$ cat config.mk
export PLATFORM = sky130hd
export DESIGN_NAME = lamp_dimmer_sleep_timer_core_flat
export DESIGN_NICKNAME = d
export VERILOG_FILES = /design/src/sv/ldst_pkg.sv /design/src/sv/ldst_if.sv /design/src/sv/ldst_cfg_regs.sv /design/src/sv/ldst_step.sv /design/src/sv/lamp_dimmer_sleep_timer_core.sv /design/src/flat_wrapper.sv
export SDC_FILE = /design/constraint.sdc
export NUM_CORES = 1
export LEC_CHECK = 0
export BUFFER_PORTS_ARGS = -buffer_cell sky130_fd_sc_hd__buf_2
export CORE_MARGIN = 3
export CORE_UTILIZATION = 47
export DETAILED_ROUTE_END_ITERATION = 8
export GPL_TIMING_DRIVEN = 0
export PLACE_DENSITY = 0.6
export SYNTH_ARGS = -nofsm -noshare
export SYNTH_HDL_FRONTEND = slang
export SYNTH_SLANG_ARGS = --single-unit
$ cat constraint.sdc
create_clock -name clk -period 11.5 [get_ports clk]
set_input_delay 0.575 -clock clk [delete_from_list [all_inputs] [get_ports clk]]
set_output_delay 0.575 -clock clk [all_outputs]
set_load 0.005 [all_outputs]
$ cat src/sv/ldst_pkg.sv
// Package: shared types and constants for the lamp dimmer with sleep timer.
package ldst_pkg;

  // Request kinds on the input channel
  typedef enum logic [1:0] {
    KIND_MINUS      = 2'd0,
    KIND_PLUS       = 2'd1,
    KIND_IND_TICK   = 2'd2,
    KIND_SLEEP_TICK = 2'd3
  } kind_t;

  // Configuration register indexes
  localparam int unsigned CFG_IDX_W  = 3;
  localparam int unsigned CFG_DATA_W = 10;

  typedef enum logic [CFG_IDX_W-1:0] {
    REG_MAX_LEVEL   = 3'd0,
    REG_DUTY_STEP   = 3'd1,
    REG_IND_TICKS   = 3'd2,
    REG_REPEAT_PT   = 3'd3,
    REG_SLEEP_UNIT  = 3'd4,
    REG_SLEEP_LONG  = 3'd5
  } cfg_reg_t;

  // Reset values of the configuration registers
  localparam logic [3:0] RST_MAX_LEVEL  = 4'd10;
  localparam logic [7:0] RST_DUTY_STEP  = 8'd102;
  localparam logic [4:0] RST_IND_TICKS  = 5'd20;
  localparam logic [4:0] RST_REPEAT_PT  = 5'd10;
  localparam logic [7:0] RST_SLEEP_UNIT = 8'd50;
  localparam logic [9:0] RST_SLEEP_LONG = 10'd300;

  localparam logic [9:0] SLEEP_MAX = 10'd1023;

  typedef struct packed {
    logic [3:0] max_level;
    logic [7:0] duty_step;
    logic [4:0] ind_ticks;
    logic [4:0] repeat_pt;
    logic [7:0] sleep_unit;
    logic [9:0] sleep_long;
  } cfg_t;

  typedef struct packed {
    kind_t kind;
    logic  minus_held;
    logic  plus_held;
  } item_t;

  // Indicator lamps
  typedef struct packed {
    logic blue;
    logic green;
    logic red;
  } leds_t;

  typedef struct packed {
    logic [3:0]  level;
    logic [11:0] duty;
    logic        menu;
    logic [2:0]  choice;
    logic [4:0]  ind_cnt;
    logic        ind_run;
    logic [9:0]  slp_cnt;
    logic        slp_run;
    leds_t       leds;
  } state_t;

endpackage

$ cat src/sv/ldst_if.sv
// Interfaces: input request channel and result channel.
interface ldst_in_if;
  import ldst_pkg::*;
  logic  valid;
  logic  ready;
  kind_t kind;
  logic  minus_held;
  logic  plus_held;

  modport source (output valid, output kind, output minus_held, output plus_held,
                  input ready);
  modport sink   (input valid, input kind, input minus_held, input plus_held,
                  output ready);
endinterface

interface ldst_out_if;
  logic        valid;
  logic        ready;
  logic [11:0] duty;
  logic [3:0]  level;
  logic        red_led;
  logic        green_lamp;
  logic        blue_lamp;
  logic        in_menu;
  logic        sleep_active;

  modport source (output valid, output duty, output level, output red_led,
                  output green_lamp, output blue_lamp, output in_menu,
                  output sleep_active, input ready);
  modport sink   (input valid, input duty, input level, input red_led,
                  input green_lamp, input blue_lamp, input in_menu,
                  input sleep_active, output ready);
endinterface

$ cat src/sv/ldst_cfg_regs.sv
// Configuration register bank written through a plain write port.
module ldst_cfg_regs
  import ldst_pkg::*;
(
  input  logic                  clk,
  input  logic                  rst_n,
  input  logic                  cfg_we,
  input  logic [CFG_IDX_W-1:0]  cfg_index,
  input  logic [CFG_DATA_W-1:0] cfg_data,
  output cfg_t                  cfg
);

  cfg_t cfg_r, cfg_nxt;

  // Register decode; writes beyond the list are dropped
  always_comb begin
    cfg_nxt = cfg_r;
    if (cfg_we) begin
      case (cfg_index)
        REG_MAX_LEVEL:  cfg_nxt.max_level  = cfg_data[3:0];
        REG_DUTY_STEP:  cfg_nxt.duty_step  = cfg_data[7:0];
        REG_IND_TICKS:  cfg_nxt.ind_ticks  = cfg_data[4:0];
        REG_REPEAT_PT:  cfg_nxt.repeat_pt  = cfg_data[4:0];
        REG_SLEEP_UNIT: cfg_nxt.sleep_unit = cfg_data[7:0];
        REG_SLEEP_LONG: cfg_nxt.sleep_long = cfg_data[9:0];
        default:        cfg_nxt = cfg_r;
      endcase
    end
  end

  always_ff @(posedge clk) begin
    if (!rst_n) begin
      cfg_r.max_level  <= RST_MAX_LEVEL;
      cfg_r.duty_step  <= RST_DUTY_STEP;
      cfg_r.ind_ticks  <= RST_IND_TICKS;
      cfg_r.repeat_pt  <= RST_REPEAT_PT;
      cfg_r.sleep_unit <= RST_SLEEP_UNIT;
      cfg_r.sleep_long <= RST_SLEEP_LONG;
    end else begin
      cfg_r <= cfg_nxt;
    end
  end

  assign cfg = cfg_r;

endmodule

$ cat src/sv/ldst_step.sv
// Next-state logic: applies one request to the dimmer state.
module ldst_step
  import ldst_pkg::*;
#(
  parameter int SLEEP_CHOICES = 5
)
(
  input  cfg_t   cfg,
  input  item_t  item,
  input  state_t st,
  output state_t nx
);

  localparam logic [2:0] CHOICE_LAST = 3'(SLEEP_CHOICES);

  logic        set_lvl;
  logic [3:0]  lvl_sel;
  logic [3:0]  lvl_up;
  logic [3:0]  lvl_dn;
  logic [10:0] slp_prod;
  logic [9:0]  slp_load;
  logic [2:0]  choice_nx;
  logic [3:0]  ind_menu;

  // Saturating level steps
  assign lvl_up = (st.level < cfg.max_level) ? st.level + 4'd1 : st.level;
  assign lvl_dn = (st.level != 4'd0) ? st.level - 4'd1 : 4'd0;

  // Sleep count loaded when leaving the menu
  assign slp_prod = 11'(st.choice) * 11'(cfg.sleep_unit);
  always_comb begin
    if (st.choice < CHOICE_LAST) begin
      slp_load = (slp_prod > 11'(SLEEP_MAX)) ? SLEEP_MAX : slp_prod[9:0];
    end else begin
      slp_load = cfg.sleep_long;
    end
  end

  // Menu choice step with wrap, and its blink count
  assign choice_nx = (st.choice < CHOICE_LAST) ? st.choice + 3'd1 : 3'd1;
  assign ind_menu  = {choice_nx, 1'b0} - 4'd1;

  always_comb begin
    nx      = st;
    set_lvl = 1'b0;
    lvl_sel = st.level;
    if ((item.kind == KIND_MINUS || item.kind == KIND_PLUS) &&
        item.minus_held && item.plus_held) begin
      // Both buttons: enter the menu
      nx.ind_run    = 1'b0;
      nx.leds.red   = 1'b0;
      nx.leds.green = 1'b0;
      if (!st.menu) begin
        nx.slp_run = 1'b0;
        nx.choice  = 3'd1;
        nx.ind_cnt = 5'd1;
        nx.ind_run = 1'b1;
      end
      nx.menu = 1'b1;
    end else begin
      case (item.kind)
        KIND_MINUS: begin
          if (st.menu) begin
            nx.menu    = 1'b0;
            nx.slp_cnt = slp_load;
            nx.slp_run = 1'b1;
          end else begin
            set_lvl       = 1'b1;
            lvl_sel       = lvl_dn;
            nx.leds.green = 1'b0;
            nx.leds.red   = 1'b1;
            nx.ind_cnt    = cfg.ind_ticks;
            nx.ind_run    = 1'b1;
          end
        end
        KIND_PLUS: begin
          if (st.menu) begin
            nx.choice    = choice_nx;
            nx.leds.blue = 1'b0;
            nx.ind_cnt   = 5'(ind_menu);
            nx.ind_run   = 1'b1;
          end else begin
            set_lvl       = 1'b1;
            lvl_sel       = lvl_up;
            nx.leds.red   = 1'b0;
            nx.leds.green = 1'b1;
            nx.ind_cnt    = cfg.ind_ticks;
            nx.ind_run    = 1'b1;
          end
        end
        KIND_IND_TICK: begin
          if (st.ind_run) begin
            if (!st.menu) begin
              if (st.ind_cnt == 5'd0) begin
                nx.leds.red   = 1'b0;
                nx.leds.green = 1'b0;
                nx.ind_run    = 1'b0;
              end
              // Held plus repeats the raise
              if (st.ind_cnt == cfg.repeat_pt && item.plus_held) begin
                set_lvl    = 1'b1;
                lvl_sel    = lvl_up;
                nx.ind_cnt = cfg.ind_ticks;
              end else if (st.ind_cnt != 5'd0) begin
                nx.ind_cnt = st.ind_cnt - 5'd1;
              end
            end else begin
              nx.leds.blue = ~st.leds.blue;
              if (st.ind_cnt == 5'd0) begin
                nx.ind_run = 1'b0;
              end else begin
                nx.ind_cnt = st.ind_cnt - 5'd1;
              end
            end
          end
        end
        KIND_SLEEP_TICK: begin
          if (st.slp_run) begin
            if (st.slp_cnt == 10'd0) begin
              nx.level   = 4'd0;
              nx.duty    = 12'd0;
              nx.slp_run = 1'b0;
            end else begin
              nx.slp_cnt = st.slp_cnt - 10'd1;
            end
          end
        end
        default: nx = st;
      endcase
    end
    // Duty follows the new level with the current step
    if (set_lvl) begin
      nx.level = lvl_sel;
      nx.duty  = 12'(cfg.duty_step) * 12'(lvl_sel);
    end
  end

endmodule

$ cat src/sv/lamp_dimmer_sleep_timer_core.sv
// Top level: lamp dimmer with sleep timer.
// Path: a request goes through the input register, then the result register.
// Throughput: one request per cycle; the state update happens as a request leaves
// the input register, and a stalled result holds that register.
// Reset (synchronous, rst_n low): state and lamps clear, registers load defaults.
module lamp_dimmer_sleep_timer_core
  import ldst_pkg::*;
#(
  parameter int SLEEP_CHOICES = 5
)
(
  input  logic                  clk,
  input  logic                  rst_n,
  ldst_in_if.sink               in_ch,
  ldst_out_if.source            out_ch,
  input  logic                  cfg_we,
  input  logic [CFG_IDX_W-1:0]  cfg_index,
  input  logic [CFG_DATA_W-1:0] cfg_data
);

  cfg_t   cfg;
  item_t  item_r;
  logic   s1_vld_r;
  logic   out_vld_r;
  logic   adv;
  logic   in_rdy;
  state_t st_r;
  state_t st_nxt;

  ldst_cfg_regs u_cfg (
    .clk       (clk),
    .rst_n     (rst_n),
    .cfg_we    (cfg_we),
    .cfg_index (cfg_index),
    .cfg_data  (cfg_data),
    .cfg       (cfg)
  );

  ldst_step #(.SLEEP_CHOICES(SLEEP_CHOICES)) u_step (
    .cfg  (cfg),
    .item (item_r),
    .st   (st_r),
    .nx   (st_nxt)
  );

  // Handshake: input stage moves on when the result register is free
  assign adv    = s1_vld_r && (!out_vld_r || out_ch.ready);
  assign in_rdy = !s1_vld_r || adv;
  assign in_ch.ready = in_rdy;

  // Input register
  always_ff @(posedge clk) begin
    if (!rst_n) begin
      s1_vld_r <= 1'b0;
    end else if (in_rdy) begin
      s1_vld_r <= in_ch.valid;
    end
  end

  always_ff @(posedge clk) begin
    if (in_rdy && in_ch.valid) begin
      item_r.kind       <= in_ch.kind;
      item_r.minus_held <= in_ch.minus_held;
      item_r.plus_held  <= in_ch.plus_held;
    end
  end

  // Dimmer state, updated once per request
  always_ff @(posedge clk) begin
    if (!rst_n) begin
      st_r <= '0;
    end else if (adv) begin
      st_r <= st_nxt;
    end
  end

  // Result register
  always_ff @(posedge clk) begin
    if (!rst_n) begin
      out_vld_r <= 1'b0;
    end else if (!out_vld_r || out_ch.ready) begin
      out_vld_r <= s1_vld_r;
    end
  end

  always_ff @(posedge clk) begin
    if (adv) begin
      out_ch.duty         <= st_nxt.duty;
      out_ch.level        <= st_nxt.level;
      out_ch.red_led      <= st_nxt.leds.red;
      out_ch.green_lamp   <= st_nxt.leds.green;
      out_ch.blue_lamp    <= st_nxt.leds.blue;
      out_ch.in_menu      <= st_nxt.menu;
      out_ch.sleep_active <= st_nxt.slp_run;
    end
  end

  assign out_ch.valid = out_vld_r;

endmodule
$ cat src/flat_wrapper.sv
// flat-port wrapper written by rule: the top's interface ports become plain ports
module lamp_dimmer_sleep_timer_core_flat import ldst_pkg::*;
#(
  parameter int SLEEP_CHOICES = 5
)
  (clk, rst_n, cfg_we, cfg_index, cfg_data, in_ch_valid, in_ch_kind, in_ch_minus_held, in_ch_plus_held, in_ch_ready, out_ch_valid, out_ch_duty, out_ch_level, out_ch_red_led, out_ch_green_lamp, out_ch_blue_lamp, out_ch_in_menu, out_ch_sleep_active, out_ch_ready);
  ldst_in_if in_ch_i ();
  ldst_out_if out_ch_i ();
  input  logic clk;
  input  logic rst_n;
  input  logic cfg_we;
  input  logic [CFG_IDX_W-1:0] cfg_index;
  input  logic [CFG_DATA_W-1:0] cfg_data;
  input wire logic [$bits(in_ch_i.valid)-1:0] in_ch_valid;
  input wire logic [$bits(in_ch_i.kind)-1:0] in_ch_kind;
  input wire logic [$bits(in_ch_i.minus_held)-1:0] in_ch_minus_held;
  input wire logic [$bits(in_ch_i.plus_held)-1:0] in_ch_plus_held;
  output wire logic [$bits(in_ch_i.ready)-1:0] in_ch_ready;
  output wire logic [$bits(out_ch_i.valid)-1:0] out_ch_valid;
  output wire logic [$bits(out_ch_i.duty)-1:0] out_ch_duty;
  output wire logic [$bits(out_ch_i.level)-1:0] out_ch_level;
  output wire logic [$bits(out_ch_i.red_led)-1:0] out_ch_red_led;
  output wire logic [$bits(out_ch_i.green_lamp)-1:0] out_ch_green_lamp;
  output wire logic [$bits(out_ch_i.blue_lamp)-1:0] out_ch_blue_lamp;
  output wire logic [$bits(out_ch_i.in_menu)-1:0] out_ch_in_menu;
  output wire logic [$bits(out_ch_i.sleep_active)-1:0] out_ch_sleep_active;
  input wire logic [$bits(out_ch_i.ready)-1:0] out_ch_ready;
  assign in_ch_i.valid = in_ch_valid;
  assign in_ch_i.kind = in_ch_kind;
  assign in_ch_i.minus_held = in_ch_minus_held;
  assign in_ch_i.plus_held = in_ch_plus_held;
  assign in_ch_ready = in_ch_i.ready;
  assign out_ch_valid = out_ch_i.valid;
  assign out_ch_duty = out_ch_i.duty;
  assign out_ch_level = out_ch_i.level;
  assign out_ch_red_led = out_ch_i.red_led;
  assign out_ch_green_lamp = out_ch_i.green_lamp;
  assign out_ch_blue_lamp = out_ch_i.blue_lamp;
  assign out_ch_in_menu = out_ch_i.in_menu;
  assign out_ch_sleep_active = out_ch_i.sleep_active;
  assign out_ch_i.ready = out_ch_ready;
  lamp_dimmer_sleep_timer_core #(.SLEEP_CHOICES(SLEEP_CHOICES)) u_core (.clk(clk), .rst_n(rst_n), .in_ch(in_ch_i), .out_ch(out_ch_i), .cfg_we(cfg_we), .cfg_index(cfg_index), .cfg_data(cfg_data));
endmodule
==> results.json, run 1 <==
{
  "io_pins": 45,
  "reg2reg_slack_ns": 5.92,
  "die_x_um": 130,
  "dpl.hpwl_um": 14200,
  "nNetsFinal": 965,
  "outcome": "completed",
  "via_per_inst": 5.89,
  "syn_nets": 911,
  "hold_path_class": "input pin to flip-flop",
  "start_util": 0.489,
  "num_rows": 44,
  "relSlewSlack": 0.340,
  "worst_ep_arrival_time_ns": 5.68,
  "cts_inserted_buffers": 9,
  "worstSkewPairLatency_ns": 0.35,
  "numClockSinks": 107,
  "finalHoldViolCount": 0,
  "antenna_cells": 0,
  "syn-cell-area_um2": 7240,
  "final.setup.tns_ns": 0,
  "r2r_start": "u_core.item_r[2]$_DFFE_PP_",
  "gp_congestion": 0.899,
  "synth_edf_count": 25,
  "synth_top_area_frac": 0.227,
  "overflow": 0,
  "synthArstFlopShare": 0,
  "grt_pass1_vias": 6139,
  "route.detailed.drc": 0,
  "routed_wl_um": 18500,
  "p_leak_nw": 3.24,
  "first_iter_violations": 430,
  "syn2layout_area_growth_pct": 10.1,
  "cts_resized": 0,
  "swShare": 0.269,
  "synthDistinctLibCells": 92,
  "path_max_fanout": 10,
  "worstSetupStartpointType": "flip-flop",
  "worstHoldStart": "in_ch_kind[0]",
  "reg2reg_depth": 20,
  "critical_path_required_ns": 11.60,
  "grt_usage": 0.228,
  "slew_violations": 0,
  "synth_top_area_cell": "dfxtp_1",
  "syn_avg_cell_area_um2": 8.73,
  "hold_buffers": 0,
  "pwr_density_cell_nw_per_um2": 101,
  "ir_worst_vdd_v": 0.0000840,
  "synthTopCellsByArea": "dfxtp_1 23%, edfxtp_1 10%, ha_1 7.1%",
  "hold_slack_ns": 0.392,
  "rr_endpoint": "u_core.out_ch.duty[9]$_DFFE_PP_",
  "period_minus_slack_ns": 5.58,
  "rsz0062_at_grt": "false",
  "max_freq_mhz": 179,
  "setup_viol": 0,
  "syn_inst": 829,
  "dieArea_um2": 16900,
  "synth-seq-area-share": 0.331,
  "clkPwrFrac": 0.379,
  "synth_flop_cell": "dfxtp_1",
  "fin_area_um2": 7970,
  "min_period_over_period": 0.485,
  "worstHoldPathCells": 1,
  "p_switching_w": 0.000218,
  "postPlaceCellArea_um2": 7680,
  "min_to": "u_core.item_r[2]$_DFFE_PP_",
  "root_buffer": "clkbuf_16",
  "clock_path_buffers": 2,
  "cts_setup_buffers": 0,
  "yosysMostFrequentCell": "nand2_1",
  "cts_tree": "built",
  "design.core.area_um2": 14800,
  "synth_commonest_cells": "131 x nand2_1, 82 x dfxtp_1, 62 x nor2_1, 52 x a21oi_1, 52 x inv_1",
  "worst_slew_pin_slew_ns": 0.976,
  "final_antenna_net_count": 0,
  "die_h_um": 130,
  "num-fill-cells": 1373,
  "worstSetupEndpointType": "flip-flop",
  "dr_total_vias": 6311,
  "grt_pass1_wl_um": 30600,
  "fin_util": 0.538,
  "drive_gt1_frac": 0.131,
  "drtPass1Iterations": 5,
  "worstSetupPathType": "flip-flop to flip-flop",
  "grt_start_max_net_pins": 29,
  "p_seq_frac": 0.499,
  "comb_power_share": 0.122,
  "ys_seq_elements": 107,
  "p_int_w": 0.000591,
  "ys_warn_count": 0,
  "skew_ns": 0.00806,
  "portBuffers": 43,
  "maxCapViolations": 0,
  "htree_num_levels": 3,
  "grt_antenna_before_repair": 0,
  "wl_per_cell_um": 17.3,
  "clk_pin_slew_ns": 0.07
}
-- registers in the layout, summed over array words and instances (netlist names) --
register,flops
u_core.st_r,40
u_core.u_cfg.cfg,40
u_core.out_ch.duty,12
u_core.item_r,4
u_core.out_ch.level,4
u_core.out_ch.blue_lamp,1
u_core.out_ch.green_lamp,1
u_core.out_ch.in_menu,1
u_core.out_ch.red_led,1
u_core.out_ch.sleep_active,1
u_core.out_ch.valid,1
u_core.s1_vld_r,1
-- layer usage --
| metal | part of all wire | wire (um) | up-vias | GRT usage |
|---|---|---|---|---|
| met2 | 0.46 | 8510 | 169 | 0.373 |
| li1 | - | - | 3049 | - |
| met4 | 0.017 | 316 | 0 | 0.0636 |
| met5 | 0 | 0 | - | 0 |
| met3 | 0.050 | 933 | 30 | 0.0364 |
| met1 | 0.47 | 8750 | 3063 | 0.313 |
-- per-stage QoR --
step                      total power [W]  instances  worst slack, ns
final                            0.000809       1072             5.92
after global routing             0.000838       1072             5.55
after CTS                        0.000815       1072             5.95
after detailed placement         0.000510       1056             5.97
after global placement           0.000507       1056             5.99
after floorplan                  0.000477        829             6.70
-- layout make-up --
| type | count | area, um2 | area share |
|---|---|---|---|
| multi-input combinational | 630 | 4450 | 0.558 |
| sequential | 107 | 2390 | 0.300 |
| clock buffer | 11 | 254 | 0.0319 |
| tap | 184 | 230 | 0.0289 |
| timing repair buffer | 43 | 215 | 0.0270 |
| inverter | 55 | 206 | 0.0259 |
| buffer | 37 | 189 | 0.0237 |
| clock inverter | 5 | 33.8 | 0.00424 |
-- worst max-delay path by stage --
| stage | slack, ns | depth (start not counted) | to | startpoint |
|---|---|---|---|---|
| 2_1_floorplan | 6.70 | 21 | u_core.out_ch.duty[11]$_DFFE_PP_ | u_core.item_r[2]$_DFFE_PP_ |
| 3_3_place_gp | 5.99 | 20 | u_core.out_ch.duty[9]$_DFFE_PP_ | u_core.item_r[2]$_DFFE_PP_ |
| 3_5_place_dp | 5.97 | 21 | u_core.out_ch.duty[9]$_DFFE_PP_ | u_core.item_r[2]$_DFFE_PP_ |
| 4_1_cts | 5.95 | 21 | u_core.out_ch.duty[9]$_DFFE_PP_ | u_core.item_r[2]$_DFFE_PP_ |
| 5_1_grt | 5.55 | 21 | u_core.out_ch.duty[9]$_DFFE_PP_ | u_core.item_r[2]$_DFFE_PP_ |
| 6_report | 5.92 | 20 | u_core.out_ch.duty[9]$_DFFE_PP_ | u_core.item_r[2]$_DFFE_PP_ |
-- power groups by stage --
stage	clock network, W	logic [W]	registers (W)
floorplan	0	0.0000667	0.000410
global placement	0	0.0000959	0.000412
detailed placement	0	0.0000977	0.000412
CTS	0.000314	0.0000981	0.000403
global route	0.000325	0.000109	0.000405
finish	0.000306	0.0000989	0.000403
-- kinds of logic (layout without fill, tap and decap cells) --
| logic type | Yosys count | after routing | synth area share |
|---|---|---|---|
| AOI/OAI and AO/OA | 202 | 202 | 0.212 |
| buffers and inverters | 92 | 151 | 0.0546 |
| DFF | 107 | 107 | 0.331 |
| xor gates and xnor gates | 19 | 19 | 0.0303 |
| and+or+nand+nor | 334 | 334 | 0.226 |
| adders and majority gates | 60 | 60 | 0.123 |
| muxes | 15 | 15 | 0.0225 |
-- worst max-delay path: stages (launching register included) --
cell	delay, ns
edfxtp_1	0.41
inv_1	0.10
ha_1	0.21
buf_6	0.14
or2_4	0.28
o2bb2ai_1	0.32
a21o_1	0.16
o31ai_1	0.10
a221oi_4	0.51
nor2b_1	0.14
fa_1	0.55
inv_1	0.05
fa_1	0.53
inv_1	0.04
ha_1	0.35
a21oi_1	0.20
a21boi_0	0.12
a2111oi_2	0.45
nor2_1	0.11
xnor2_1	0.39
a21oi_1	0.12
-- cell usage in the layout, fill, tap and decap left out, types with 7 or more instances in the layout --
master	Yosys	final
nand2_1	131	131
dfxtp_1	82	82
nor2_1	62	62
buf_2	10	53
inv_1	52	52
a21oi_1	52	52
ha_1	41	41
nand3_1	34	34
o21ai_0	31	31
and2_1	25	25
edfxtp_1	25	25
clkbuf_1	22	23
fa_1	19	19
nor3_1	16	16
nor2b_1	15	15
mux2i_1	14	14
xnor2_1	11	11
clkbuf_16	0	10
nand2b_1	9	9
o21a_1	8	8
a21o_1	7	7
No activity file was read; power rests on OpenSTA's default activity.
==> run 2: changes to the inputs <==
- ABC_AREA: unset -> 1
- PLACE_DENSITY: 0.6 -> 0.63
- clock period: 11.5 -> 4.7 ns (I/O delays scaled with it)
==> results.json, run 2 <==
{
  "slowest_stage": "fa_1",
  "final_common_cell": "nand2_1",
  "ys_warn_count": 0,
  "clock_path_buffers": 2,
  "syn2layout_area_growth_pct": 12.7,
  "skew_ns": 0.00829,
  "nNetsFinal": 1125,
  "relSlewSlack": 0.540,
  "design.core.area_um2": 14600,
  "portBuffers": 43,
  "worstSkewPairLatency_ns": 0.35,
  "synthArstFlopShare": 0,
  "dr_total_vias": 6451,
  "synth_edf_count": 25,
  "p_leak_nw": 3.88,
  "wl_per_cell_um": 14.7,
  "grt_pass1_vias": 5957,
  "synth-seq-area-share": 0.337,
  "maxCapViolations": 0,
  "rsz0062_at_grt": "false",
  "worst_slew_pin_slew_ns": 0.690,
  "htree_num_levels": 3,
  "syn_avg_cell_area_um2": 7.20,
  "cts_tree": "built",
  "hold_path_class": "input pin to flip-flop",
  "cts_inserted_buffers": 9,
  "fin_util": 0.547,
  "path_delay_family": "adder cells",
  "met1_length_um": 8820,
  "finalHoldViolCount": 0,
  "antenna_cells": 0,
  "worstSetupPathType": "flip-flop to flip-flop",
  "syn_inst": 986,
  "critical_path_required_ns": 4.95,
  "yosysMostFrequentCell": "nand2_1",
  "fin_area_um2": 8010,
  "synthDistinctLibCells": 43,
  "route.detailed.drc": 0,
  "worstSetupStartpointType": "flip-flop",
  "num_rows": 44,
  "max_freq_mhz": 232,
  "syn-cell-area_um2": 7100,
  "drive_gt1_frac": 0.124,
  "worstSetupEndpointType": "flip-flop",
  "synth_commonest_cells": "182 x nand2_1, 150 x inv_1, 122 x nor2_1, 82 x dfxtp_1",
  "syn_nets": 1068,
  "overflow": 0,
  "worstHoldPathCells": 1,
  "path_buf_inv": 6,
  "outcome": "completed",
  "pwr_density_cell_nw_per_um2": 300,
  "highest_layer": "met4",
  "final_antenna_net_count": 0,
  "crit_top_cell": "nand2_1",
  "grt_usage": 0.226,
  "grt_pass1_wl_um": 30000,
  "synth_top_area_frac": 0.231,
  "numClockSinks": 107,
  "die_h_um": 129,
  "start_util": 0.485,
  "slew_violations": 0,
  "dpl.hpwl_um": 13800,
  "grt_antenna_before_repair": 0,
  "synth_flop_cell": "dfxtp_1",
  "ir_worst_vdd_v": 0.000214,
  "postPlaceCellArea_um2": 7550,
  "die_x_um": 129,
  "wl_met2_um": 8190,
  "io_pins": 45,
  "via_per_inst": 5.24,
  "min_period_over_period": 0.918,
  "ys_seq_elements": 107,
  "total_power_w": 0.00240,
  "hold_slack_ns": 0.0594,
  "gp_congestion": 0.921,
  "period_minus_slack_ns": 4.32,
  "dieArea_um2": 16600,
  "drtPass1Iterations": 5,
  "root_buffer": "clkbuf_16",
  "setup_viol": 0,
  "crit_cells": 29,
  "reg2reg_depth": 29,
  "synthTopCellsByArea": "dfxtp_1 23%, edfxtp_1 11%, nand2_1 9.6%",
  "max_stage_delay_ns": 0.53,
  "synth_top_area_cell": "dfxtp_1",
  "clk_pin_slew_ns": 0.07,
  "path_max_fanout": 7,
  "first_iter_violations": 449,
  "worst_ep_arrival_time_ns": 4.57,
  "final.setup.tns_ns": 0,
  "final_cell_mix": "178 x nand2_1, 148 x inv_1, 121 x nor2_1",
  "grt_start_max_net_pins": 31,
  "routed_wl_um": 18100,
  "dr_wl_met3_um": 790
}
## run 2: repair_timing
action / in CTS / in global routing
gates resized for setup: 3 / 24
pin swaps: 0 / 2
buffers inserted: 0 / 3
hold buffers: 0 / 0
setup endpoints to repair: 6 / 12
## run 2: kinds of logic after synthesis
| family | count (synthesis) | synth area share |
|---|---|---|
| xor+xnor | 20 | 0.0247 |
| flops | 107 | 0.337 |
| simple gates | 417 | 0.257 |
| buf+inv | 187 | 0.103 |
| compound gates | 195 | 0.153 |
| fa+ha+maj | 60 | 0.126 |
## run 2: report_power, final
group	leakage, nW	internal, W	switching [W]
logic	2.80	0.000194	0.000349
registers	0.912	0.000997	0.0000310
clock network	0.166	0.000491	0.000340
total	3.88	0.00168	0.000720
## run 2: stage by stage
| stage | worst slack, ns | std cells |
|---|---|---|
| global route | 0.00681 | 1232 |
| CTS | 0.00670 | 1229 |
| detailed placement | -0.143 | 1213 |
| finish | 0.384 | 1232 |
| global placement | -0.112 | 1213 |
| floorplan | 0.545 | 986 |
## run 2: final timing paths
check,startpoint,end,slack (ns)
max,u_core.item_r[2]$_DFFE_PP_,u_core.st_r[35]$_SDFFE_PN0P_,0.38
min reg2reg,u_core.u_cfg.cfg[38]$_SDFFE_PN0P_,u_core.u_cfg.cfg[38]$_SDFFE_PN0P_,0.47
max reg2reg,u_core.item_r[2]$_DFFE_PP_,u_core.st_r[35]$_SDFFE_PN0P_,0.38
min,in_ch_minus_held,u_core.item_r[1]$_DFFE_PP_,0.06
## run 2: layout make-up
type                    instances  area [um2]
clock buffers                  13         293
well taps                     184         230
multi-input cells             692        4070
fillers                      1489        6640
flip-flops and latches        107        2400
repair buffers                 46         238
inverters                     162         609
clock inverters                 3        40.0
plain buffers                  25         124
## run 2: metal layers
layer | track usage | vias up
li1 | - | 3332
met1 | 0.330 | 2977
met2 | 0.351 | 124
met3 | 0.0382 | 18
met4 | 0.0506 | 0
met5 | 0 | -
